`config.mk`:
```
export PLATFORM = sky130hd
export DESIGN_NAME = nearest_neighbor_scale_address
export DESIGN_NICKNAME = d
export VERILOG_FILES = /design/src/hdl/nnsa_pkg.sv /design/src/hdl/nnsa_div.sv /design/src/hdl/nearest_neighbor_scale_address.sv
export SDC_FILE = /design/constraint.sdc
export NUM_CORES = 2
export LEC_CHECK = 0
export BUFFER_PORTS_ARGS = -buffer_cell sky130_fd_sc_hd__buf_2
export CAP_MARGIN = 20
export CORE_MARGIN = 2
export CORE_UTILIZATION = 50
export CTS_BUF_LIST = sky130_fd_sc_hd__clkbuf_8
export DETAILED_ROUTE_END_ITERATION = 10
export GPL_TIMING_DRIVEN = 0
export PLACE_DENSITY_LB_ADDON = 0.3
export SLEW_MARGIN = 20
export SYNTH_ARGS = -nofsm -noshare
export SYNTH_HDL_FRONTEND = slang
export SYNTH_SLANG_ARGS = --single-unit
```
`constraint.sdc`:
```
create_clock -name clk -period 16.7 [get_ports clk]
set_input_delay 3.34 -clock clk [delete_from_list [all_inputs] [get_ports clk]]
set_output_delay 3.34 -clock clk [all_outputs]
set_load 0.02 [all_outputs]
```
`src/hdl/nnsa_pkg.sv`:
```
// Package for the nearest-neighbor scale address generator.
// Holds payload structs, register indexes, dimension limits and the clamp helper.
// Depends on nothing; every RTL file of the block imports it.
package nnsa_pkg;

  localparam int COORD_W         = 12;
  localparam int DIM_W           = 13;
  localparam int OFF_W           = 26;
  localparam int PROD_W          = 24;
  localparam int CFG_IDX_W       = 4;
  localparam int MAX_DIM         = 4096;
  localparam int BYTES_PER_PIXEL = 3;

  // Quotient bits resolved per divider stage, and the resulting stage count.
  localparam int DIV_STEPS  = 2;
  localparam int DIV_STAGES = COORD_W / DIV_STEPS;

  // Register indexes on the configuration port.
  localparam logic [CFG_IDX_W-1:0] REG_SOURCE_WIDTH  = CFG_IDX_W'(0);
  localparam logic [CFG_IDX_W-1:0] REG_SOURCE_HEIGHT = CFG_IDX_W'(1);
  localparam logic [CFG_IDX_W-1:0] REG_TARGET_WIDTH  = CFG_IDX_W'(2);
  localparam logic [CFG_IDX_W-1:0] REG_TARGET_HEIGHT = CFG_IDX_W'(3);

  localparam logic [DIM_W-1:0] RST_WIDTH  = DIM_W'(640);
  localparam logic [DIM_W-1:0] RST_HEIGHT = DIM_W'(480);

  typedef struct packed {
    logic [COORD_W-1:0] target_col;
    logic [COORD_W-1:0] target_row;
  } in_t;

  typedef struct packed {
    logic [COORD_W-1:0] source_col;
    logic [COORD_W-1:0] source_row;
    logic [OFF_W-1:0]   source_offset;
    logic [OFF_W-1:0]   target_offset;
    logic               out_of_range;
  } out_t;

  // Values above the largest supported dimension are used saturated.
  function automatic logic [DIM_W-1:0] clamp_dim(input logic [DIM_W-1:0] v);
    clamp_dim = (v > DIM_W'(MAX_DIM)) ? DIM_W'(MAX_DIM) : v;
  endfunction

endpackage

```
`src/hdl/nnsa_div.sv`:
```
// Pipelined restoring divider: 24-bit dividend by 13-bit divisor, 12-bit quotient.
// Resolves DIV_STEPS quotient bits per stage; uses nnsa_pkg for widths.
// The caller guarantees dividend < divisor * 2**COORD_W for meaningful results.
module nnsa_div (
  input  logic                          clk,
  input  logic [nnsa_pkg::DIV_STAGES-1:0] stg_en,
  input  logic [nnsa_pkg::PROD_W-1:0]   dividend,
  input  logic [nnsa_pkg::DIM_W-1:0]    divisor,
  output logic [nnsa_pkg::COORD_W-1:0]  quotient
);
  import nnsa_pkg::*;

  typedef struct packed {
    logic [COORD_W-1:0] rem;
    logic [COORD_W-1:0] low;
    logic [COORD_W-1:0] quo;
  } div_t;

  // DIV_STEPS shift-compare-subtract steps of long division.
  function automatic div_t div_iter(input div_t a, input logic [DIM_W-1:0] d);
    div_t             r;
    logic [DIM_W-1:0] t;
    r = a;
    for (int j = 0; j < DIV_STEPS; j++) begin
      t     = {r.rem, r.low[COORD_W-1]};
      r.low = {r.low[COORD_W-2:0], 1'b0};
      if (t >= d) begin
        r.rem = COORD_W'(t - d);
        r.quo = {r.quo[COORD_W-2:0], 1'b1};
      end else begin
        r.rem = t[COORD_W-1:0];
        r.quo = {r.quo[COORD_W-2:0], 1'b0};
      end
    end
    return r;
  endfunction

  div_t stg_r   [DIV_STAGES];
  div_t stg_nxt [DIV_STAGES];
  div_t first;

  // The upper half of the dividend is already below the divisor.
  assign first = '{rem: dividend[PROD_W-1:COORD_W],
                   low: dividend[COORD_W-1:0],
                   quo: '0};

  always_comb begin
    stg_nxt[0] = div_iter(first, divisor);
    for (int s = 1; s < DIV_STAGES; s++) begin
      stg_nxt[s] = div_iter(stg_r[s-1], divisor);
    end
  end

  // Each stage loads when the pipeline control lets it advance.
  always_ff @(posedge clk) begin
    for (int s = 0; s < DIV_STAGES; s++) begin
      if (stg_en[s]) begin
        stg_r[s] <= stg_nxt[s];
      end
    end
  end

  assign quotient = stg_r[DIV_STAGES-1].quo;

endmodule

```
`src/hdl/nearest_neighbor_scale_address.sv`:
```
// Top level of the nearest-neighbor scale address generator.
// Depends on nnsa_pkg and on nnsa_div for the two pipelined divisions.
//
//   channel | ports                           | meaning
//   --------+---------------------------------+------------------------------------
//   in      | in_valid, in_ready, in_data     | destination coordinate item
//   out     | out_valid, out_ready, out_data  | source/destination address item
//   cfg     | cfg_valid, cfg_ready, cfg_index,| write of one dimension register
//           | cfg_data                        |
//
// One item enters per clock unless the pipeline is stalled; each accepted item
// passes through nine register stages, the divider resolving its twelve quotient
// bits at two bits per stage. Reset (synchronous, rst_n low) empties the pipeline
// and loads the default 640x480 dimensions. Each stage advances when it is empty
// or the stage after it advances, so a stalled output keeps its result while
// upstream bubbles still fill. Configuration writes are always taken.
module nearest_neighbor_scale_address (
  input  logic                            clk,
  input  logic                            rst_n,
  input  logic                            in_valid,
  output logic                            in_ready,
  input  nnsa_pkg::in_t                   in_data,
  output logic                            out_valid,
  input  logic                            out_ready,
  output nnsa_pkg::out_t                  out_data,
  input  logic                            cfg_valid,
  output logic                            cfg_ready,
  input  logic [nnsa_pkg::CFG_IDX_W-1:0]  cfg_index,
  input  logic [nnsa_pkg::DIM_W-1:0]      cfg_data
);
  import nnsa_pkg::*;

  localparam int IDX_MUL = DIV_STAGES + 1;
  localparam int IDX_OUT = DIV_STAGES + 2;
  localparam int NSTG    = DIV_STAGES + 3;

  // Dimension registers, stored already saturated.
  logic [DIM_W-1:0] sw_r, sh_r, tw_r, th_r;

  assign cfg_ready = 1'b1;

  always_ff @(posedge clk) begin
    if (!rst_n) begin
      sw_r <= RST_WIDTH;
      sh_r <= RST_HEIGHT;
      tw_r <= RST_WIDTH;
      th_r <= RST_HEIGHT;
    end else if (cfg_valid) begin
      case (cfg_index)
        REG_SOURCE_WIDTH:  sw_r <= clamp_dim(cfg_data);
        REG_SOURCE_HEIGHT: sh_r <= clamp_dim(cfg_data);
        REG_TARGET_WIDTH:  tw_r <= clamp_dim(cfg_data);
        REG_TARGET_HEIGHT: th_r <= clamp_dim(cfg_data);
        default: ;
      endcase
    end
  end

  // Per-stage valid bits and the advance chain from the output backward.
  logic [NSTG-1:0] vld_r;
  logic [NSTG-1:0] stg_en;

  always_comb begin
    stg_en[NSTG-1] = !vld_r[NSTG-1] || out_ready;
    for (int k = NSTG - 2; k >= 0; k--) begin
      stg_en[k] = !vld_r[k] || stg_en[k+1];
    end
  end

  always_ff @(posedge clk) begin
    if (!rst_n) begin
      vld_r <= '0;
    end else begin
      if (stg_en[0]) begin
        vld_r[0] <= in_valid;
      end
      for (int k = 1; k < NSTG; k++) begin
        if (stg_en[k]) begin
          vld_r[k] <= vld_r[k-1];
        end
      end
    end
  end

  assign in_ready  = stg_en[0];
  assign out_valid = vld_r[NSTG-1];

  // Stage 0: range check and the three scaling products.
  logic [PROD_W-1:0]  pcol_r, prow_r, dline_r;
  logic [COORD_W-1:0] x0_r;
  logic               oor0_r;

  always_ff @(posedge clk) begin
    if (stg_en[0]) begin
      pcol_r  <= PROD_W'(in_data.target_col) * PROD_W'(sw_r);
      prow_r  <= PROD_W'(in_data.target_row) * PROD_W'(sh_r);
      dline_r <= PROD_W'(in_data.target_row) * PROD_W'(tw_r);
      x0_r    <= in_data.target_col;
      oor0_r  <= (DIM_W'(in_data.target_col) >= tw_r) ||
                 (DIM_W'(in_data.target_row) >= th_r);
    end
  end

  // Divider stages: source column and row quotients.
  logic [COORD_W-1:0] qcol, qrow;

  nnsa_div u_div_col (
    .clk      (clk),
    .stg_en   (stg_en[DIV_STAGES:1]),
    .dividend (pcol_r),
    .divisor  (tw_r),
    .quotient (qcol)
  );

  nnsa_div u_div_row (
    .clk      (clk),
    .stg_en   (stg_en[DIV_STAGES:1]),
    .dividend (prow_r),
    .divisor  (th_r),
    .quotient (qrow)
  );

  // Side data travelling alongside the divider; the destination offset is
  // finished on entry.
  logic [OFF_W-1:0] doff_q [DIV_STAGES];
  logic             oor_q  [DIV_STAGES];

  always_ff @(posedge clk) begin
    if (stg_en[1]) begin
      doff_q[0] <= OFF_W'((OFF_W'(dline_r) + OFF_W'(x0_r)) * OFF_W'(BYTES_PER_PIXEL));
      oor_q[0]  <= oor0_r;
    end
    for (int j = 1; j < DIV_STAGES; j++) begin
      if (stg_en[j+1]) begin
        doff_q[j] <= doff_q[j-1];
        oor_q[j]  <= oor_q[j-1];
      end
    end
  end

  // Source line product.
  logic [PROD_W-1:0]  sline_r;
  logic [COORD_W-1:0] col_r, row_r;
  logic [OFF_W-1:0]   doff_r;
  logic               oor_r;

  always_ff @(posedge clk) begin
    if (stg_en[IDX_MUL]) begin
      sline_r <= PROD_W'(qrow) * PROD_W'(sw_r);
      col_r   <= qcol;
      row_r   <= qrow;
      doff_r  <= doff_q[DIV_STAGES-1];
      oor_r   <= oor_q[DIV_STAGES-1];
    end
  end

  // Output register: source offset, and zeroed fields for out-of-range items.
  out_t res_nxt;
  out_t res_r;

  always_comb begin
    res_nxt.out_of_range = oor_r;
    if (oor_r) begin
      res_nxt.source_col    = '0;
      res_nxt.source_row    = '0;
      res_nxt.source_offset = '0;
      res_nxt.target_offset = '0;
    end else begin
      res_nxt.source_col    = col_r;
      res_nxt.source_row    = row_r;
      res_nxt.source_offset =
        OFF_W'((OFF_W'(sline_r) + OFF_W'(col_r)) * OFF_W'(BYTES_PER_PIXEL));
      res_nxt.target_offset = doff_r;
    end
  end

  always_ff @(posedge clk) begin
    if (stg_en[IDX_OUT]) begin
      res_r <= res_nxt;
    end
  end

  assign out_data = res_r;

endmodule
```
Word-level counts from Yosys, hierarchy flattened

Memories as Yosys holds them, arrays and structs flattened. A register that Yosys moved wholly into a read port is not among the register bits.
Cells that the tools add are included.

Flip-flop bits (word level): 259
Word-level logic and storage cells: 176
Output and inout bits: 80
Memories: 4
Memory bits (writable): 570
Bits in read-only memories: 0
Bits of input ports: 46
Latch bits: 0

Equal/unequal tests: 3
Divide/modulo/power cells: 0
Multiply operators: 6
Shifts and indexed selects: 0
Add/sub/neg operators: 26
Multiplexer cells: 61
Reductions and logical operators: 24
Magnitude comparators: 27
Bitwise logic cells: 0

Memory list:

| memory          | depth | width | read ports | clocked after memory_dff | wr ports | line                                  | RTL |
|---|---|---|---|---|---|---|---|
| u_div_col.stg_r | 6     | 34    | 6          | 1                        | 6        | nnsa_div.sv:38                        | `div_t stg_r [DIV_STAGES];` |
| u_div_row.stg_r | 6     | 34    | 6          | 0                        | 6        | nnsa_div.sv:38                        |  |
| doff_q          | 6     | 26    | 6          | 1                        | 6        | nearest_neighbor_scale_address.sv:125 | `logic [OFF_W-1:0] doff_q [DIV_STAGES];` |
| oor_q           | 6     | 1     | 6          | 1                        | 6        | nearest_neighbor_scale_address.sv:126 | `logic oor_q [DIV_STAGES];` |

Operators by type and width:

| kind                  | count |
|---|---|
| $ge 13x13->1          | 24 |
| $mux 12               | 24 |
| $sub 12x12->12        | 24 |
| $mul 12x13->24        | 4 |
| $mul 25x2->26 const B | 2 |
| $add 24x12->25        | 2 |
| $mux 1                | 36 |
| $ge 12x13->1          | 2 |
| $gt 13x13->1 const B  | 1 |
| $mux 13               | 1 |
| $logic_or 1x1->1      | 10 |
| $logic_not 1->1       | 9 |
| $eq 4x2->1 const B    | 2 |
| $reduce_and 2->1      | 4 |
| $eq 4x1->1 const B    | 1 |
| $logic_not 4->1       | 1 |

Longest topological paths before layout

Word-level depth: 11
Gate-level depth with buffers: 23
Depth with buffers taken out: 20

Modules after synthesis

From an unflattened synthesis, not the netlist that was laid out.

Cells, all modules: 6076
Area total of the unflattened synthesis: 63030.5 um^2

By module, submodules not included:

| module                         | seq. area each (um^2) | cells each | area an instance (um^2) | instances |
|---|---|---|---|---|
| nearest_neighbor_scale_address | 13202.7               | 3824       | 39374.0                 | 1 |
| nnsa_div (u_div_row)           | 3963.8                | 1114       | 11950.2                 | 1 |
| nnsa_div (u_div_col)           | 3963.8                | 1138       | 11706.2                 | 1 |

Least setup slack after synthesis

Ideal clock, no wire load.

Path type: input -> output
Start point: input out_ready
End point: output in_ready
Setup slack: 5.458 ns
Cell stages on the path: 7
Buffers on the path: 0
Arrival time: 7.902 ns
Required time: 13.360 ns
Path through: nor2b_1 > and3_1 > and3_1 > and2_1 > nand2_1 > nor2_1 > nand2_1

Word-level cells in the longest chain between the ends: 9

RTL lines:

| what                           | line                                 | RTL |
|---|---|---|
| from (decl)                    | nearest_neighbor_scale_address.sv:24 | `input logic out_ready,` |
| $logic_or 1x1->1               | nearest_neighbor_scale_address.sv:64 | `stg_en[NSTG-1] = !vld_r[NSTG-1] \|\| out_ready;` |
| $logic_or 1x1->1 (6 in series) | nearest_neighbor_scale_address.sv:66 | `stg_en[k] = !vld_r[k] \|\| stg_en[k+1];` |
| via stg_en[2]                  | nearest_neighbor_scale_address.sv:61 | `logic [NSTG-1:0] stg_en;` |
| $logic_or 1x1->1 (2 in series) | nearest_neighbor_scale_address.sv:66 |  |
| to (decl)                      | nearest_neighbor_scale_address.sv:21 | `output logic in_ready,` |

The timed path passes the listed nets, and every way through them passes these cells.

Worst setup path in the final report

Ends and elaborated chain as after synthesis.

==> metrics <==
Multi-input gate area 36900 um^2; clk root buf clkbuf_8; slew at the pin closest to its max-slew limit 1170 ps; clk slew on worst S/H paths 60 ps; Hold Startpoint u_div_col.stg_r[5][6]$_DFFE_PP_; Worst setup SP type input port; FF-to-FF path depth 20; # hold bufs at CTS 0; Yosys cell types 91; CTS tree yes; Final Skew 26.5 ps; Slew HR 0.218; clock latency on the worst-skew pair 810 ps; R2R setup slack 9980 ps; Crit path required time 13360 ps; top cells by area, synth edfxtp_1 32%, fa_1 15%, ha_1 13%; instance count of the mapped netlist 5929; DP HPWL 117000 um; Synth Net Count 7085; Vias/cell 5.53; Worst Hold Depth 0; Fillers 10528; post-layout min period 10090 ps; vias in the first global route 43386; routing usage on met2 0.392; outcome finished clean; cell-internal power 7.55 mW; FF+latch count, synth 724; register share of total power 0.251; asr flop ratio synth 0; layer with the highest usage met2; synth warn 0; DRC Markers 0; final worst-path cycle share 0.604; Worst Path Arrival 6750 ps; r2r endpoint u_div_col.stg_r[2][30]$_DFFE_PP_; Routed Antenna Nets 0; area share of the largest cell type after synthesis 0.324; wire per inst 19.1 um; Reg-to-Reg Start tw_r[1]$_SDFFE_PN0P_; gr ovfl total 0; setup TNS 0 ps; share of layout cells above drive strength 1 0.0829; Yosys top cell by area edfxtp_1; met3 Usage GRT 0.0454; most numerous cell in the Yosys netlist inv_1; power density cells 197 nW/um^2; placed cell count 7686; Crit Path Max Fanout 50; sequential fraction of the synthesis area 0.344; clock buffer depth 3; Fmax 99.1 MHz; grt met1 use 0.325; DIE AREA 126000 um^2; Sequential Area 21100 um^2; First DRT Iteration DRCs 2970; Hold Path Class reg2reg; cts bufs inserted 115; die height 355 um; routed via count 43734; DIE WIDTH 355 um; clock share of power 0.118; Nets 7335; num ports 126; pin count of the biggest net entering global routing 64; Final Max Tran Viols 0; core outline area 122000 um^2; Max VDD drop 0.000212 V; RePlAce Congestion 0.925; P_sw 5.60 mW; Initial Util 0.505; Worst Setup End Kind output pin; Leak 30.2 nW; Sw Share 0.426; DRT Pass-1 Iters 6; Main synth FF type edfxtp_1; WL final 151000 um; Combinational Power Share 0.631; std cell rows 128; cell area after synthesis 61500 um^2; H-Tree Level Count 3; WHS Endpoint col_r[6]$_DFFE_PP_; CTS Sinks 724; syn avg cell area 10.4 um^2; Post-synth EDFFs 663; Worst Setup Path Type in2out; non-filler cells, final 7906; number of setup buffers added after CTS 0; max cap viols 0; initial antenna violation count 8; first-pass GRT wire length 237000 um; Final setup viols 0; leading cell types by count after synthesis 770 x inv_1, 663 x edfxtp_1, 652 x nand2_1; P&R area growth vs syn 8.68%; RSZ-0062 raised after global routing false; GRT Resource Usage Total 0.240; final number of hold-violating endpoints 0; Port Buffers 123; post-CTS sizing 0
per-stage QoR:
step	instance area (um^2)	total power, mW	utilization	hold slack [ps]	setup WS [ps]
after detailed placement	64400	11.5	0.529	405	6590
after global placement	64200	11.3	0.526	401	2350
final	66800	13.2	0.548	407	6610
after global routing	66800	14.2	0.548	407	6340
after CTS	66800	13.1	0.548	406	6590
after floorplan	61500	9.73	-	400	5460
worst max-delay path: stages:
cell and delay (ps):
buf_2 100, nor2b_2 550, and3_1 420, and3_1 290
and2_1 280, nand2_4 300, buf_16 320, nor2_1 390
nand2_4 410, buf_2 300
power by group through the flow:
stage / logic [mW] / registers, mW / clock network (mW)
2_1_floorplan: 6.54 / 3.19 / 0
3_3_place_gp: 7.98 / 3.32 / 0
3_5_place_dp: 8.16 / 3.34 / 0
4_1_cts: 8.23 / 3.30 / 1.59
5_1_grt: 9.22 / 3.35 / 1.66
6_report: 8.29 / 3.30 / 1.55
flip-flops by register name, indices dropped and copies added, names as in the netlist, 24 cells and up:
name and count:
doff_r 26, dline_r 24, sline_r 24, u_div_row.stg_r 132, doff_q 156, out_data 77, prow_r 24, pcol_r 24
u_div_col.stg_r 132
layer usage:
metal  share of wire  up-vias
li1                -    20759
met1            0.43    21303
met2            0.47     1399
met3           0.075      265
met4           0.026        8
met5         0.00027        -
cell usage in the layout (no fill, tap or decap), types with 141 or more instances in the layout:
master	count
nor2b_1	170
o21ai_0	238
xnor2_1	224
and2_1	213
inv_1	802
buf_2	141
nand2_1	648
nor2_1	251
edfxtp_1	663
fa_1	462
ha_1	648
a21oi_1	285
mux2_2	148
worst max path at each step:
stage	start	end	cells past startpoint
2_1_floorplan	out_ready	in_ready	7
3_3_place_gp	out_ready	in_ready	9
3_5_place_dp	out_ready	in_ready	10
4_1_cts	out_ready	in_ready	10
5_1_grt	out_ready	in_ready	10
6_report	out_ready	in_ready	10
area by class of cell:
| class | count | share of cell area |
|---|---|---|
| clock buffers | 118 | 0.0243 |
| diodes | 8 | 0.000300 |
| inverters | 772 | 0.0435 |
| multi-input cells | 4275 | 0.551 |
| repair buffers | 133 | 0.0131 |
| clock inverters | 93 | 0.0110 |
| well taps | 1625 | 0.0304 |
| flip-flops and latches | 724 | 0.316 |
| plain buffers | 158 | 0.00988 |
cell families after synthesis:
logic type / count (synthesis) / share of synthesized area
xor+xnor: 354 / 0.0504
fa+ha+maj: 1110 / 0.282
other cells: 1 / 0.0000610
mux: 204 / 0.0368
buf+inv: 930 / 0.0579
compound gates: 1007 / 0.105
flops: 724 / 0.344
simple gates: 1599 / 0.124
Power figures use the tool's default switching activity.
